$ cat src/hw/rtl/bsr_pkg.sv
`default_nettype none
package bsr_pkg;
  localparam logic [2:0] KIND_CLEAR = 3'd0;
  localparam logic [2:0] KIND_LINE  = 3'd1;
  localparam logic [2:0] KIND_RECT  = 3'd2;
  localparam logic [2:0] KIND_CIRC  = 3'd3;
  localparam logic [2:0] KIND_TRI   = 3'd4;
  localparam logic [2:0] KIND_READ  = 3'd5;
  localparam int READ_BITS = 16;
  localparam int CW = 12;

  // Pixel write request from the sequencer to the canvas.
  typedef struct packed {
    logic                 en;
    logic signed [CW-1:0] row;
    logic signed [CW-1:0] col;
  } pix_req_t;
endpackage
`default_nettype wire

$ cat src/hw/rtl/bsr_canvas.sv
`default_nettype none
module bsr_canvas #(
  parameter int CANVAS_ROWS = 30,
  parameter int CANVAS_COLS = 80,
  parameter int WORD_BITS = 16
) (
  input  wire logic clk,
  input  wire logic rst,
  input  wire bsr_pkg::pix_req_t pix,
  input  wire logic clear_start,
  output logic clear_busy,
  input  wire logic rd_en,
  input  wire logic [$clog2(CANVAS_ROWS*((CANVAS_COLS+WORD_BITS-1)/WORD_BITS))-1:0] rd_addr,
  output logic [WORD_BITS-1:0] rd_data,
  output logic rmw_busy
);
  import bsr_pkg::*;
  localparam int WPR = (CANVAS_COLS + WORD_BITS - 1) / WORD_BITS;
  localparam int DEPTH = CANVAS_ROWS * WPR;
  localparam int AW = $clog2(DEPTH) > 0 ? $clog2(DEPTH) : 1;
  localparam int BW = $clog2(WORD_BITS) > 0 ? $clog2(WORD_BITS) : 1;
  localparam int DW = DEPTH;

  logic [WORD_BITS-1:0] mem [DEPTH];
  logic [AW-1:0] clr_addr;
  logic clr_act;
  logic            s1;
  logic [AW-1:0]   s1_addr;
  logic [BW-1:0]   s1_bit;
  logic [WORD_BITS-1:0] q;
  logic in_c;
  logic [AW-1:0] wa;
  logic [BW-1:0] wb;
  logic [31:0] flat;

  assign in_c = pix.en && pix.row >= 0 && pix.row < CANVAS_ROWS
                && pix.col >= 0 && pix.col < CANVAS_COLS;
  assign flat = 32'(pix.row) * 32'(WPR) + 32'(pix.col) / WORD_BITS;
  assign wa = flat[AW-1:0];
  assign wb = BW'(32'(pix.col) % WORD_BITS);
  assign clear_busy = clr_act;
  assign rmw_busy = s1;
  assign rd_data = q;

  // Clearing pass: one word a cycle. Pixel writes are a read then a
  // write-back; the sequencer waits during the write-back cycle.
  always_ff @(posedge clk) begin
    if (rst) begin
      clr_act <= 1'b1;
      clr_addr <= '0;
      s1 <= 1'b0;
    end else begin
      s1 <= in_c && !clr_act && !s1;
      if (clr_act) begin
        if (clr_addr == AW'(DW - 1)) clr_act <= 1'b0;
        clr_addr <= clr_addr + 1'b1;
      end else if (clear_start) begin
        clr_act <= 1'b1;
        clr_addr <= '0;
      end
    end
  end

  always_ff @(posedge clk) begin
    if (clr_act) begin
      mem[clr_addr] <= '0;
    end else if (s1) begin
      mem[s1_addr] <= q | (WORD_BITS'(1) << s1_bit);
    end
    if (in_c && !s1) q <= mem[wa];
    else if (rd_en) q <= mem[rd_addr];
    s1_addr <= wa;
    s1_bit <= wb;
  end
endmodule
`default_nettype wire

$ cat src/hw/rtl/bitmap_shape_rasterizer_core.sv
`default_nettype none
// Bitmap shape rasterizer. A command is taken when start is high and busy
// is low; exactly one result word appears on pixel_word/out_of_range for
// one cycle with done high, and the receiver cannot stall it. Each pixel
// that lands on the canvas is plotted through a canvas read-modify-write;
// a position that falls off the canvas, and a circle position outside the
// ring, skips the write-back. A circle scans its full (2r+1)^2 box.
// Clear and reset sweep the canvas one word a cycle, CANVAS_ROWS times
// ceil(CANVAS_COLS/WORD_BITS) words; busy is high during that pass.
// A read takes up to ceil(READ_BITS/WORD_BITS)+1 word fetches of one memory
// port, one a cycle, and done rises after the last fetched word has landed.
module bitmap_shape_rasterizer_core #(
  parameter int CANVAS_ROWS = 30,
  parameter int CANVAS_COLS = 80,
  parameter int WORD_BITS = 16
) (
  input  wire logic clk,
  input  wire logic rst,
  input  wire logic start,
  output logic busy,
  input  wire logic [2:0] kind,
  input  wire logic signed [9:0] row_a,
  input  wire logic signed [9:0] col_a,
  input  wire logic signed [9:0] row_b,
  input  wire logic signed [9:0] col_b,
  input  wire logic signed [9:0] row_c,
  input  wire logic signed [9:0] col_c,
  input  wire logic [7:0] radius,
  output logic done,
  output logic [15:0] pixel_word,
  output logic out_of_range
);
  import bsr_pkg::*;
  localparam int WPR = (CANVAS_COLS + WORD_BITS - 1) / WORD_BITS;
  localparam int DEPTH = CANVAS_ROWS * WPR;
  localparam int AW = $clog2(DEPTH) > 0 ? $clog2(DEPTH) : 1;
  localparam int NRW = (READ_BITS + WORD_BITS - 1) / WORD_BITS + 1;
  localparam int CNTW = $clog2(NRW + 2) + 1;

  typedef enum logic [7:0] {
    S_IDLE = 8'b00000001,
    S_LINE = 8'b00000010,
    S_RECT = 8'b00000100,
    S_CIRC = 8'b00001000,
    S_RDW  = 8'b00010000,
    S_SEG  = 8'b00100000,
    S_CLR  = 8'b01000000,
    S_DONE = 8'b10000000
  } state_t;

  state_t state;
  logic [2:0] cmd;
  logic signed [CW-1:0] ra, ca, rb, cb, rc, cc;
  logic [7:0] rad;
  // line walker
  logic signed [CW-1:0] lr, lc, er, ec;
  logic signed [CW:0] dr, dc, e;
  logic sr, sc;
  logic [1:0] seg;
  // rect/circle counters
  logic signed [CW-1:0] i, j;
  logic [1:0] side;
  logic [17:0] lo, hi;
  logic signed [17:0] di, dj;
  logic [17:0] d2;
  // read
  logic [CNTW-1:0] rcnt;
  logic [READ_BITS+WORD_BITS*NRW-1:0] acc;
  logic [63:0] shifted;
  logic oor;

  pix_req_t pix;
  logic clear_start, clear_busy, rd_en, rmw_busy;
  logic [AW-1:0] rd_addr;
  logic [WORD_BITS-1:0] rd_data;
  logic [31:0] ra_flat;
  logic go;

  bsr_canvas #(.CANVAS_ROWS(CANVAS_ROWS), .CANVAS_COLS(CANVAS_COLS),
               .WORD_BITS(WORD_BITS)) u_canvas (
    .clk, .rst, .pix, .clear_start, .clear_busy,
    .rd_en, .rd_addr, .rd_data, .rmw_busy
  );

  assign busy = state != S_IDLE || clear_busy;
  // Plot advance only when the canvas is not in its write-back cycle.
  assign go = !rmw_busy;

  always_comb begin
    pix = '0;
    case (state)
      S_LINE: begin pix.en = go; pix.row = lr; pix.col = lc; end
      S_RECT: begin
        pix.en = go;
        case (side)
          2'd0: begin pix.row = ra; pix.col = i; end
          2'd1: begin pix.row = rb; pix.col = i; end
          2'd2: begin pix.row = i; pix.col = ca; end
          default: begin pix.row = i; pix.col = cb; end
        endcase
      end
      S_CIRC: begin
        pix.en = go && (rad == 8'd0 || (d2 > lo && d2 <= hi));
        pix.row = ra + i; pix.col = ca + j;
      end
      default: ;
    endcase
  end

  // The offsets are widened first so that the squares keep all their bits.
  assign di = 18'(i);
  assign dj = 18'(j);
  assign d2 = 18'(di * di) + 18'(dj * dj);
  assign ra_flat = 32'(ra) * 32'(WPR) + 32'(ca) / WORD_BITS + 32'(rcnt);
  assign rd_en = state == S_RDW && rcnt < CNTW'(NRW)
                 && (32'(ca) / WORD_BITS + 32'(rcnt)) < 32'(WPR);
  assign rd_addr = ra_flat[AW-1:0];
  assign clear_start = state == S_CLR;
  assign shifted = 64'(acc >> (32'(ca) % WORD_BITS));

  always_ff @(posedge clk) begin
    if (rst) begin
      state <= S_IDLE;
      done <= 1'b0;
    end else begin
      done <= state == S_DONE;
      case (state)
        S_IDLE: if (start && !clear_busy) begin
          cmd <= kind;
          // A rectangle takes its corners in order.
          ra <= CW'((kind == KIND_RECT && row_a > row_b) ? row_b : row_a);
          rb <= CW'((kind == KIND_RECT && row_a > row_b) ? row_a : row_b);
          ca <= CW'((kind == KIND_RECT && col_a > col_b) ? col_b : col_a);
          cb <= CW'((kind == KIND_RECT && col_a > col_b) ? col_a : col_b);
          rc <= CW'(row_c); cc <= CW'(col_c);
          rad <= radius;
          seg <= 2'd0;
          rcnt <= '0;
          acc <= '0;
          case (kind)
            KIND_CLEAR: state <= S_CLR;
            KIND_LINE, KIND_TRI: begin
              lr <= CW'(row_a); lc <= CW'(col_a);
              er <= CW'(row_b); ec <= CW'(col_b);
              state <= S_SEG;
            end
            KIND_RECT: begin
              i <= CW'(col_a > col_b ? col_b : col_a);
              side <= 2'd0;
              state <= S_RECT;
            end
            KIND_CIRC: begin
              lo <= 18'(radius) * 18'(radius) - 18'(radius);
              hi <= 18'(radius) * 18'(radius) + 18'(radius);
              i <= -CW'(radius); j <= -CW'(radius);
              state <= S_CIRC;
            end
            KIND_READ: begin
              oor <= row_a < 0 || row_a >= CANVAS_ROWS || col_a < 0
                     || col_a >= CANVAS_COLS;
              state <= S_RDW;
            end
            default: begin
              oor <= 1'b0;
              state <= S_DONE;
            end
          endcase
        end
        S_CLR: state <= S_DONE;
        S_SEG: begin
          // Set up Bresenham terms for the current segment.
          dc <= ec > lc ? (CW+1)'(ec) - (CW+1)'(lc) : (CW+1)'(lc) - (CW+1)'(ec);
          dr <= er > lr ? (CW+1)'(er) - (CW+1)'(lr) : (CW+1)'(lr) - (CW+1)'(er);
          e <= (ec > lc ? (CW+1)'(ec) - (CW+1)'(lc) : (CW+1)'(lc) - (CW+1)'(ec))
             - (er > lr ? (CW+1)'(er) - (CW+1)'(lr) : (CW+1)'(lr) - (CW+1)'(er));
          sc <= lc < ec;
          sr <= lr < er;
          state <= S_LINE;
        end
        S_LINE: if (go) begin
          if (lr == er && lc == ec) begin
            if (cmd == KIND_TRI && seg != 2'd2) begin
              seg <= seg + 2'd1;
              if (seg == 2'd0) begin er <= rc; ec <= cc; end
              else begin er <= ra; ec <= ca; end
              state <= S_SEG;
            end else begin
              oor <= 1'b0;
              state <= S_DONE;
            end
          end else begin
            if ((e <<< 1) > -dr) lc <= sc ? lc + 1'b1 : lc - 1'b1;
            if ((e <<< 1) < dc) lr <= sr ? lr + 1'b1 : lr - 1'b1;
            e <= e - (((e <<< 1) > -dr) ? dr : '0) + (((e <<< 1) < dc) ? dc : '0);
          end
        end
        S_RECT: if (go) begin
          if (side[1] ? i == rb : i == cb) begin
            side <= side + 2'd1;
            i <= side == 2'd1 ? ra : (side == 2'd0 ? ca : ra);
            if (side == 2'd3) begin oor <= 1'b0; state <= S_DONE; end
          end else begin
            i <= i + 1'b1;
          end
        end
        S_CIRC: if (go) begin
          if (rad == 8'd0 || (i == CW'(rad) && j == CW'(rad))) begin
            oor <= 1'b0;
            state <= S_DONE;
          end else if (j == CW'(rad)) begin
            j <= -CW'(rad);
            i <= i + 1'b1;
          end else begin
            j <= j + 1'b1;
          end
        end
        S_RDW: begin
          // Fetched word k lands in the cycle after its address.
          if (rcnt != '0 && 32'(rcnt) <= NRW
              && (32'(ca) / WORD_BITS + 32'(rcnt) - 1) < 32'(WPR))
            acc[(32'(rcnt)-1)*WORD_BITS +: WORD_BITS] <= rd_data;
          if (32'(rcnt) == NRW) state <= S_DONE;
          rcnt <= rcnt + 1'b1;
        end
        S_DONE: begin
          if (cmd == KIND_READ && !oor) begin
            pixel_word <= shifted[15:0];
          end else begin
            pixel_word <= '0;
          end
          out_of_range <= cmd == KIND_READ && oor;
          state <= S_IDLE;
        end
        default: state <= S_IDLE;
      endcase
    end
  end
endmodule
`default_nettype wire
$ cat config.mk
export PLATFORM = sky130hd
export DESIGN_NAME = bitmap_shape_rasterizer_core
export DESIGN_NICKNAME = d
export VERILOG_FILES = /design/src/hw/rtl/bsr_pkg.sv /design/src/hw/rtl/bsr_canvas.sv /design/src/hw/rtl/bitmap_shape_rasterizer_core.sv
export SDC_FILE = /design/constraint.sdc
export NUM_CORES = 2
export LEC_CHECK = 0
export BUFFER_PORTS_ARGS = -buffer_cell sky130_fd_sc_hd__buf_4
export CORE_MARGIN = 2
export CORE_UTILIZATION = 30
export DETAILED_ROUTE_END_ITERATION = 10
export GPL_ROUTABILITY_DRIVEN = 0
export PLACE_DENSITY = 0.54
export SETUP_SLACK_MARGIN = 0.3
export SKIP_LAST_GASP = 1
export SLEW_MARGIN = 20
export SYNTH_ARGS = -nofsm -noshare
export SYNTH_HDL_FRONTEND = slang
export SYNTH_SLANG_ARGS = --single-unit
$ cat constraint.sdc
create_clock -name clk -period 10.8 [get_ports clk]
set_input_delay 1.62 -clock clk [delete_from_list [all_inputs] [get_ports clk]]
set_output_delay 1.62 -clock clk [all_outputs]
set_load 0.1 [all_outputs]
# After elaboration in Yosys (flattened, before gate mapping)
# Memories as Yosys holds them, arrays and structs flattened.
# Cells that the tools add are included.
op_classes:
  addsub: 33
  bitwise: 4
  eq_ne: 50
  shift: 4
  n_lt_le_gt_ge: 22
  n_mux: 113
  mul: 5
  n_div: 0
  reduce_logical: 65
ops:
  columns: ["cell", "count"]
  rows:
  - ["12-bit 2-to-1 mux", 42]
  - ["12-bit case mux with 2 select lines", 6]
  - ["8-bit 2-to-1 mux", 13]
  - ["48-bit 2-to-1 mux", 2]
  - ["48-bit case mux with 2 select lines", 1]
  - ["13-bit 2-to-1 mux", 6]
  - ["25-bit case mux with 3 select lines", 1]
  - ["24-bit case mux with 3 select lines", 1]
  - ["32-bit by 3-bit less-than comparator with 1-bit output, second input constant", 2]
  - ["8-bit case mux with 7 select lines", 1]
  - ["12-bit by 12-bit subtractor with 13-bit output", 4]
  - ["12-bit by 1-bit adder with 12-bit output, second input constant", 4]
  - ["48-bit bitwise mux", 1]
  - ["12-bit == test", 4]
  - ["16-bit 2-to-1 mux", 3]
  - ["16-bit by 34-bit variable shift with 48-bit output, first input constant", 1]
  - ["16-bit by 34-bit indexed part select with 48-bit output", 1]
  - ["48-bit by 32-bit >> shifter with 16-bit output", 1]
  - ["8-bit case mux with 5 select lines", 1]
  - ["12-bit by 12-bit multiplier with 18-bit output", 2]
  - ["2-bit inequality test, second input constant", 18]
  - ["12-bit case mux with 3 select lines", 1]
  - ["32-bit negator with 34-bit output", 1]
  - ["29-bit by 1-bit subtractor with 30-bit output, second input constant", 1]
  - ["other kinds (84)", 178]
totals:
  wordCells: 333
  ff_bits: 348
  mem_bits_ro: 0
  mem_count: 1
  input_bits: 74
  latch_bits: 0
  out_inout_bits: 19
  mem_bits_rw: 2400
memory_table:
  columns: ["memory", "depth", "word_bits", "read_ports", "rd_ports_with_merged_regs", "wr", "line", "text"]
  rows:
  - ["u_canvas.mem", 150, 16, 2, 0, 1, "bsr_canvas.sv:24", "logic [WORD_BITS-1:0] mem [DEPTH];"]

# Logic depth before layout (Yosys ltp)
logic_depth:
  word_depth: 14
  ltp_mapped: 37
  mapped_depth_nobuf: 35

# Hierarchy
# Synthesis repeated with hierarchy kept, for this count alone.
unflattened:
  cells_unflattened: 9453
  hier_area_um2: 146655.7
by_module_without_submodules:
  columns: ["mod", "n_inst", "cells_each", "seq_area_each_um2", "area_each_um2"]
  rows:
  - ["bsr_canvas", 1, 5924, 72990.0, 114056.9]
  - ["bitmap_shape_rasterizer_core", 1, 3529, 8197.9, 32598.8]

# Worst setup path after synthesis
# Ideal clock, no wire load.
synth_timing:
  path_type: "register to register"
  from: "register i[2]"
  to: "register u_canvas.q[10], in the netlist u_canvas.rd_data[10], data pin"
  synth_period_minus_slack_ns: 8.905
  path_stages_with_launch: 34
  path_buffers: 3
  setup_slack_ns: 1.895
  setup_ns: 0.260
  t_arrival_ns: 8.645
  t_required_ns: 10.540
  path_cell_list: "edfxtp_1 -> clkbuf_1 -> clkbuf_1 -> and2_1 -> inv_1 -> fa_1 -> inv_1 -> fa_1 -> inv_1 -> fa_1 -> inv_1 -> fa_1 -> fa_1 -> fa_1 -> inv_1 -> fa_1 -> inv_1 -> ha_1 -> o21ai_0 -> a21boi_0 -> o21ai_0 -> a21boi_0 -> o21ai_0 -> nor2b_1 -> xnor2_1 -> ha_1 -> o21ai_0 -> a21oi_1 -> a2111oi_0 -> nor2_1 -> or4_1 -> a2111oi_4 -> buf_6 -> mux2_2"
synth_between:
  elab_chain_len: 13
  word_cells_on_any_way: 26
  cone_classes: "add/sub (4); mul (2); order compare (6); mux (3); bitwise (1); reduce/logical (9); memory (1)"
synth_lines:
  columns: ["item", "line", "text"]
  rows:
  - ["start: declaration", "bitmap_shape_rasterizer_core.sv:61", "logic signed [CW-1:0] i, j;"]
  - ["start signal: assignment", "bitmap_shape_rasterizer_core.sv:148", "i <= CW'(col_a > col_b ? col_b : col_a);"]
  - ["start signal: assignment", "bitmap_shape_rasterizer_core.sv:155", "i <= -CW'(radius); j <= -CW'(radius);"]
  - ["start signal: assignment", "bitmap_shape_rasterizer_core.sv:200", "i <= side == 2'd1 ? ra : (side == 2'd0 ? ca : ra);"]
  - ["12-bit by 12-bit multiplier with 18-bit output", "bitmap_shape_rasterizer_core.sv:113", "assign d2 = 18'(di * di) + 18'(dj * dj);"]
  - ["18-bit adder", "bitmap_shape_rasterizer_core.sv:113", null]
  - ["18-bit greater-than comparator / 18-bit less-or-equal comparator (equally long branches)", "bitmap_shape_rasterizer_core.sv:103", "pix.en = go && (rad == 8'd0 || (d2 > lo && d2 <= hi));"]
  - ["1-bit logical AND", "bitmap_shape_rasterizer_core.sv:103", null]
  - ["1-bit logical OR", "bitmap_shape_rasterizer_core.sv:103", null]
  - ["1-bit logical AND", "bitmap_shape_rasterizer_core.sv:103", null]
  - ["25-bit case mux with 3 select lines (*)", "bitmap_shape_rasterizer_core.sv:91", "case (state)"]
  - ["branches (longest 5 deep; another with memory 150 x 16 bit)", null, null]
  - ["16-bit 2-to-1 mux (*)", "bsr_canvas.sv:70", "if (in_c && !s1) q <= mem[wa];"]
  - ["end signal: assignment", "bsr_canvas.sv:70", null]
  - ["end signal: assignment", "bsr_canvas.sv:71", "else if (rd_en) q <= mem[rd_addr];"]
  - ["end: declaration", "bsr_canvas.sv:30", "logic [WORD_BITS-1:0] q;"]
# Every way passes the cells marked *.
# A chain may end at the register's enable or synchronous reset.

# Worst setup path after layout
layout_timing:
  from: "register j[1]"
  to: "register u_canvas.q[8], in the netlist u_canvas.rd_data[8], data pin"
layout_between:
  elab_chain_len: 13
  word_cells_on_any_way: 22
  cone_classes: "add/sub (4); mul (1); order compare (4); mux (2); bitwise (1); reduce/logical (9); memory (1)"
layout_lines:
  columns: ["item", "line", "text"]
  rows:
  - ["start: declaration", "bitmap_shape_rasterizer_core.sv:61", null]
  - ["start signal: assignment", "bitmap_shape_rasterizer_core.sv:155", null]
  - ["start signal: assignment", "bitmap_shape_rasterizer_core.sv:211", "j <= -CW'(rad);"]
  - ["start signal: assignment", "bitmap_shape_rasterizer_core.sv:214", "j <= j + 1'b1;"]
  - ["12-bit by 12-bit multiplier with 18-bit output", "bitmap_shape_rasterizer_core.sv:113", null]
  - ["18-bit adder", "bitmap_shape_rasterizer_core.sv:113", null]
  - ["18-bit greater-than comparator / 18-bit less-or-equal comparator (equally long branches)", "bitmap_shape_rasterizer_core.sv:103", null]
  - ["1-bit logical AND", "bitmap_shape_rasterizer_core.sv:103", null]
  - ["1-bit logical OR", "bitmap_shape_rasterizer_core.sv:103", null]
  - ["1-bit logical AND", "bitmap_shape_rasterizer_core.sv:103", null]
  - ["25-bit case mux with 3 select lines (*)", "bitmap_shape_rasterizer_core.sv:91", null]
  - ["1-bit logical AND (2 in series)", "bsr_canvas.sv:36", "assign in_c = pix.en && pix.row >= 0 && pix.row < CANVAS_ROWS"]
  - ["1-bit logical AND (2 in series)", "bsr_canvas.sv:37", "&& pix.col >= 0 && pix.col < CANVAS_COLS;"]
  - ["1-bit logical AND", "bsr_canvas.sv:70", null]
  - ["16-bit 2-to-1 mux (*)", "bsr_canvas.sv:70", null]
# Every way passes the cells marked *; elsewhere a longest branch is shown, timed or not.

==> results.ini <==
[outcome]
outcome = finished clean

[setup_path]
critPathMaxStageDelay_ns = 0.75
critPathRequiredTime_ns = 11.43
critical_path_class = reg -> reg
crit_slowest_cell = or4_1
path_delay_family = adder cells
worstPathMaxFanout = 16
cp-end-kind = flop
critPathLaunchType = flop
rr_worst_depth = 32
reg2reg_from = j[1]
cp_common_cell = fa_1
rr_endpoint = u_canvas.rd_data[8]
reg2reg_slack_ns = 1.02
arrival_ns = 10.41
crit_buf_inv = 6

[yosys]
yosysWarnings = 0
syn-num-nets = 9390
syn_area_per_cell_sq_um = 16.8
yosys.area.top_type = edfxtp_1
ys_seq_area_share_pct = 55.8
syn_inst = 8679
synth_seq_cells = 2714
synth_cell_types = 91
synth_area_sq_um = 145000
async_flop_share_pct = 0
synth_flop_cell = edfxtp_1
synth_top_cells_by_area = edfxtp_1, mux4_2, fa_1, ha_1, inv_1
synth_top_area_share_pct = 55.4
synth-edff-count = 2683

[sta]
layout_worst_path_cycle_share_pct = 90.5
fin_skew_ns = 0.0813
rsz0062_at_grt = false
slew_viol_final = 0
worst_pin_slew_ns = 1.31
slew_headroom_pct = 11.7
finalCriticalPeriod_ns = 9.78
hold_viol = 0
setup_violations = 0
setup_tns_ns = 0
holdWs_ns = 0.546
max_freq_mhz = 102

[clock_network]
cts_setup_buffers = 0
cts.htree.levels = 5
cts_resized = 0
clk_latency_ns = 0.92
cts_num_sinks = 2714
tritoncts = done
ctsHoldBuffers = 0
cts_buffers = 310
clk_path_buf_depth = 4
cts.clk_slew.worst_paths_ns = 0.06
root_buffer = clkbuf_16

[run]
maxCapViolations = 0

[global_route]
first_global_vias = 88600
grt_pass1_wl_um = 676000
grt_antenna_before_repair = 29
grt.overflow.total = 0
grt_max_degree = 117
track_usage_pct = 19.2

[detailed_routing]
drtAntennaViolNets = 0
wl_um = 481000
avgViaCountPerCell = 5.59
drt_iter0_drc = 10800
wl_per_cell_um = 31.1
drc = 0
via_count = 86500
dr.pass1.iters = 7

[place]
place_hpwl_um = 309000
portBuffers = 92

[power]
powerDensity_nw_per_um2 = 188
vdd_ir_drop_max_v = 0.000787
leakagePower_uw = 0.0488

[hold_path]
hp-class = reg -> reg
hold_path_startpoint = u_canvas.clr_addr[7]
min_path_cells = 2
whs_endpoint = u_canvas.clr_addr[7]

[final_layout]
fin_nets = 9533
synthToLayoutAreaGrowth_pct = 14.0
drive_gt1_share_pct = 28.7
final_util_pct = 34.4

[floorplan]
die-width_um = 700
core_sq_um = 482000
ios = 93
die_y_um = 700
dieArea_sq_um = 490000
start_util_pct = 30.1
rows = 255

==> tightest hold or removal path, delay by kind of cell, from the launching register on <==
family	cells	cell delay, ns
simple gates	1	0.09
compound gates	1	0.06
flops	1	0.35
==> logic make-up after synthesis <==
logic type / synth area share, %
DFF: 55.8
muxes: 25.0
and+or+nand+nor: 4.36
buffers and inverters: 3.01
AOI/OAI and AO/OA: 3.47
adders and majority gates: 6.79
xor gates and xnor gates: 1.51
other: 0.00517
==> sequential cells by signal (all words and copies together) (netlist names), 10 cells and up <==
name and flops:
ca 10, e 12, u_canvas.mem 2400, ra 10, i 12, lr 12, ec 10, lc 12
cb 10, er 10, hi 16, pixel_word 16, rb 10, j 12, dc 13, lo 16
rc 10, cc 10, dr 13, u_canvas.rd_data 16, acc 31
==> synthesized netlist by cell type (22+ instances only) <==
cell / number
ha_1: 384
nand2b_1: 29
o21bai_1: 22
nor3_1: 50
clkbuf_1: 393
a31oi_1: 39
nand4_1: 37
fa_1: 253
a22oi_1: 43
and2_1: 63
mux4_2: 1508
buf_2: 23
o21a_1: 31
o21ai_0: 219
nor2_1: 450
nor2b_1: 48
a211oi_1: 47
nand2_1: 504
mux2_2: 71
nand3_1: 85
inv_1: 608
xnor2_1: 169
edfxtp_1: 2683
dfxtp_1: 31
xor2_1: 74
nor4_1: 30
and3_1: 33
a21oi_1: 186
mux2i_1: 158
buf_1: 118
a21o_1: 46
==> cells in the final DEF, fill, tap and decap left out, types with 46 or more instances in the layout <==
cell / instances
and2_1: 63
mux2_2: 71
a211oi_1: 47
nor2_4: 122
a21o_1: 46
nor2_2: 47
ha_1: 380
nor2b_1: 46
mux4_2: 1508
edfxtp_1: 2683
mux2i_1: 157
nand3_1: 85
nor3_1: 47
nand2_1: 498
xnor2_1: 164
buf_4: 326
clkinv_1: 70
o21ai_0: 217
clkbuf_1: 60
inv_1: 607
clkbuf_16: 315
fa_1: 250
xor2_1: 72
a21oi_1: 186
nor2_1: 281
==> metal layers <==
| layer | track usage, % | vias up | wire [um] |
|---|---|---|---|
| li1 | - | 35000 | - |
| met1 | 25.8 | 46500 | 193000 |
| met2 | 30.7 | 4103 | 225000 |
| met3 | 3.85 | 817 | 41400 |
| met4 | 7.42 | 8 | 21600 |
| met5 | 0 | - | 61 |
==> final cells by class <==
type | instances | area, sq um
inverter | 612 | 2300
antenna | 9 | 22.5
timing repair buffer | 369 | 3320
clock inverter | 160 | 1610
sequential | 2714 | 81200
multi-input combinational | 4815 | 61100
clock buffer | 377 | 8140
tap | 6425 | 8040
fill | 45500 | 317000
==> through the flow <==
| stage | cells | power [uW] | area, sq um | setup slack (ns) |
|---|---|---|---|---|
| 2_1_floorplan | 8679 | 18200 | 145000 | 1.90 |
| 6_report | 15500 | 31200 | 166000 | 1.02 |
| 5_1_grt | 15500 | 32800 | 166000 | 0.354 |
| 3_5_place_dp | 14900 | 21000 | 156000 | 0.983 |
| 3_3_place_gp | 14900 | 20900 | 156000 | 0.925 |
| 4_1_cts | 15500 | 31400 | 166000 | 0.911 |
==> report_power, final <==
part           internal, uW  switching, uW
Sequential            11600           63.1
Clock                  5900           4480
Combinational          3740           5470
Total                 21200          10000
==> worst max path at each step <==
stage / startpoint / to / slack [ns] / depth (start not counted)
final: j[1] / u_canvas.rd_data[8] / 1.02 / 32
after global routing: j[1] / u_canvas.rd_data[8] / 0.35 / 32
after CTS: j[1] / u_canvas.rd_data[3] / 0.91 / 31
after detailed placement: j[1] / u_canvas.rd_data[2] / 0.98 / 31
after global placement: j[1] / u_canvas.rd_data[6] / 0.93 / 31
after floorplan: i[2] / u_canvas.rd_data[10] / 1.90 / 33
Note: power is estimated with default switching activity, not from simulation.
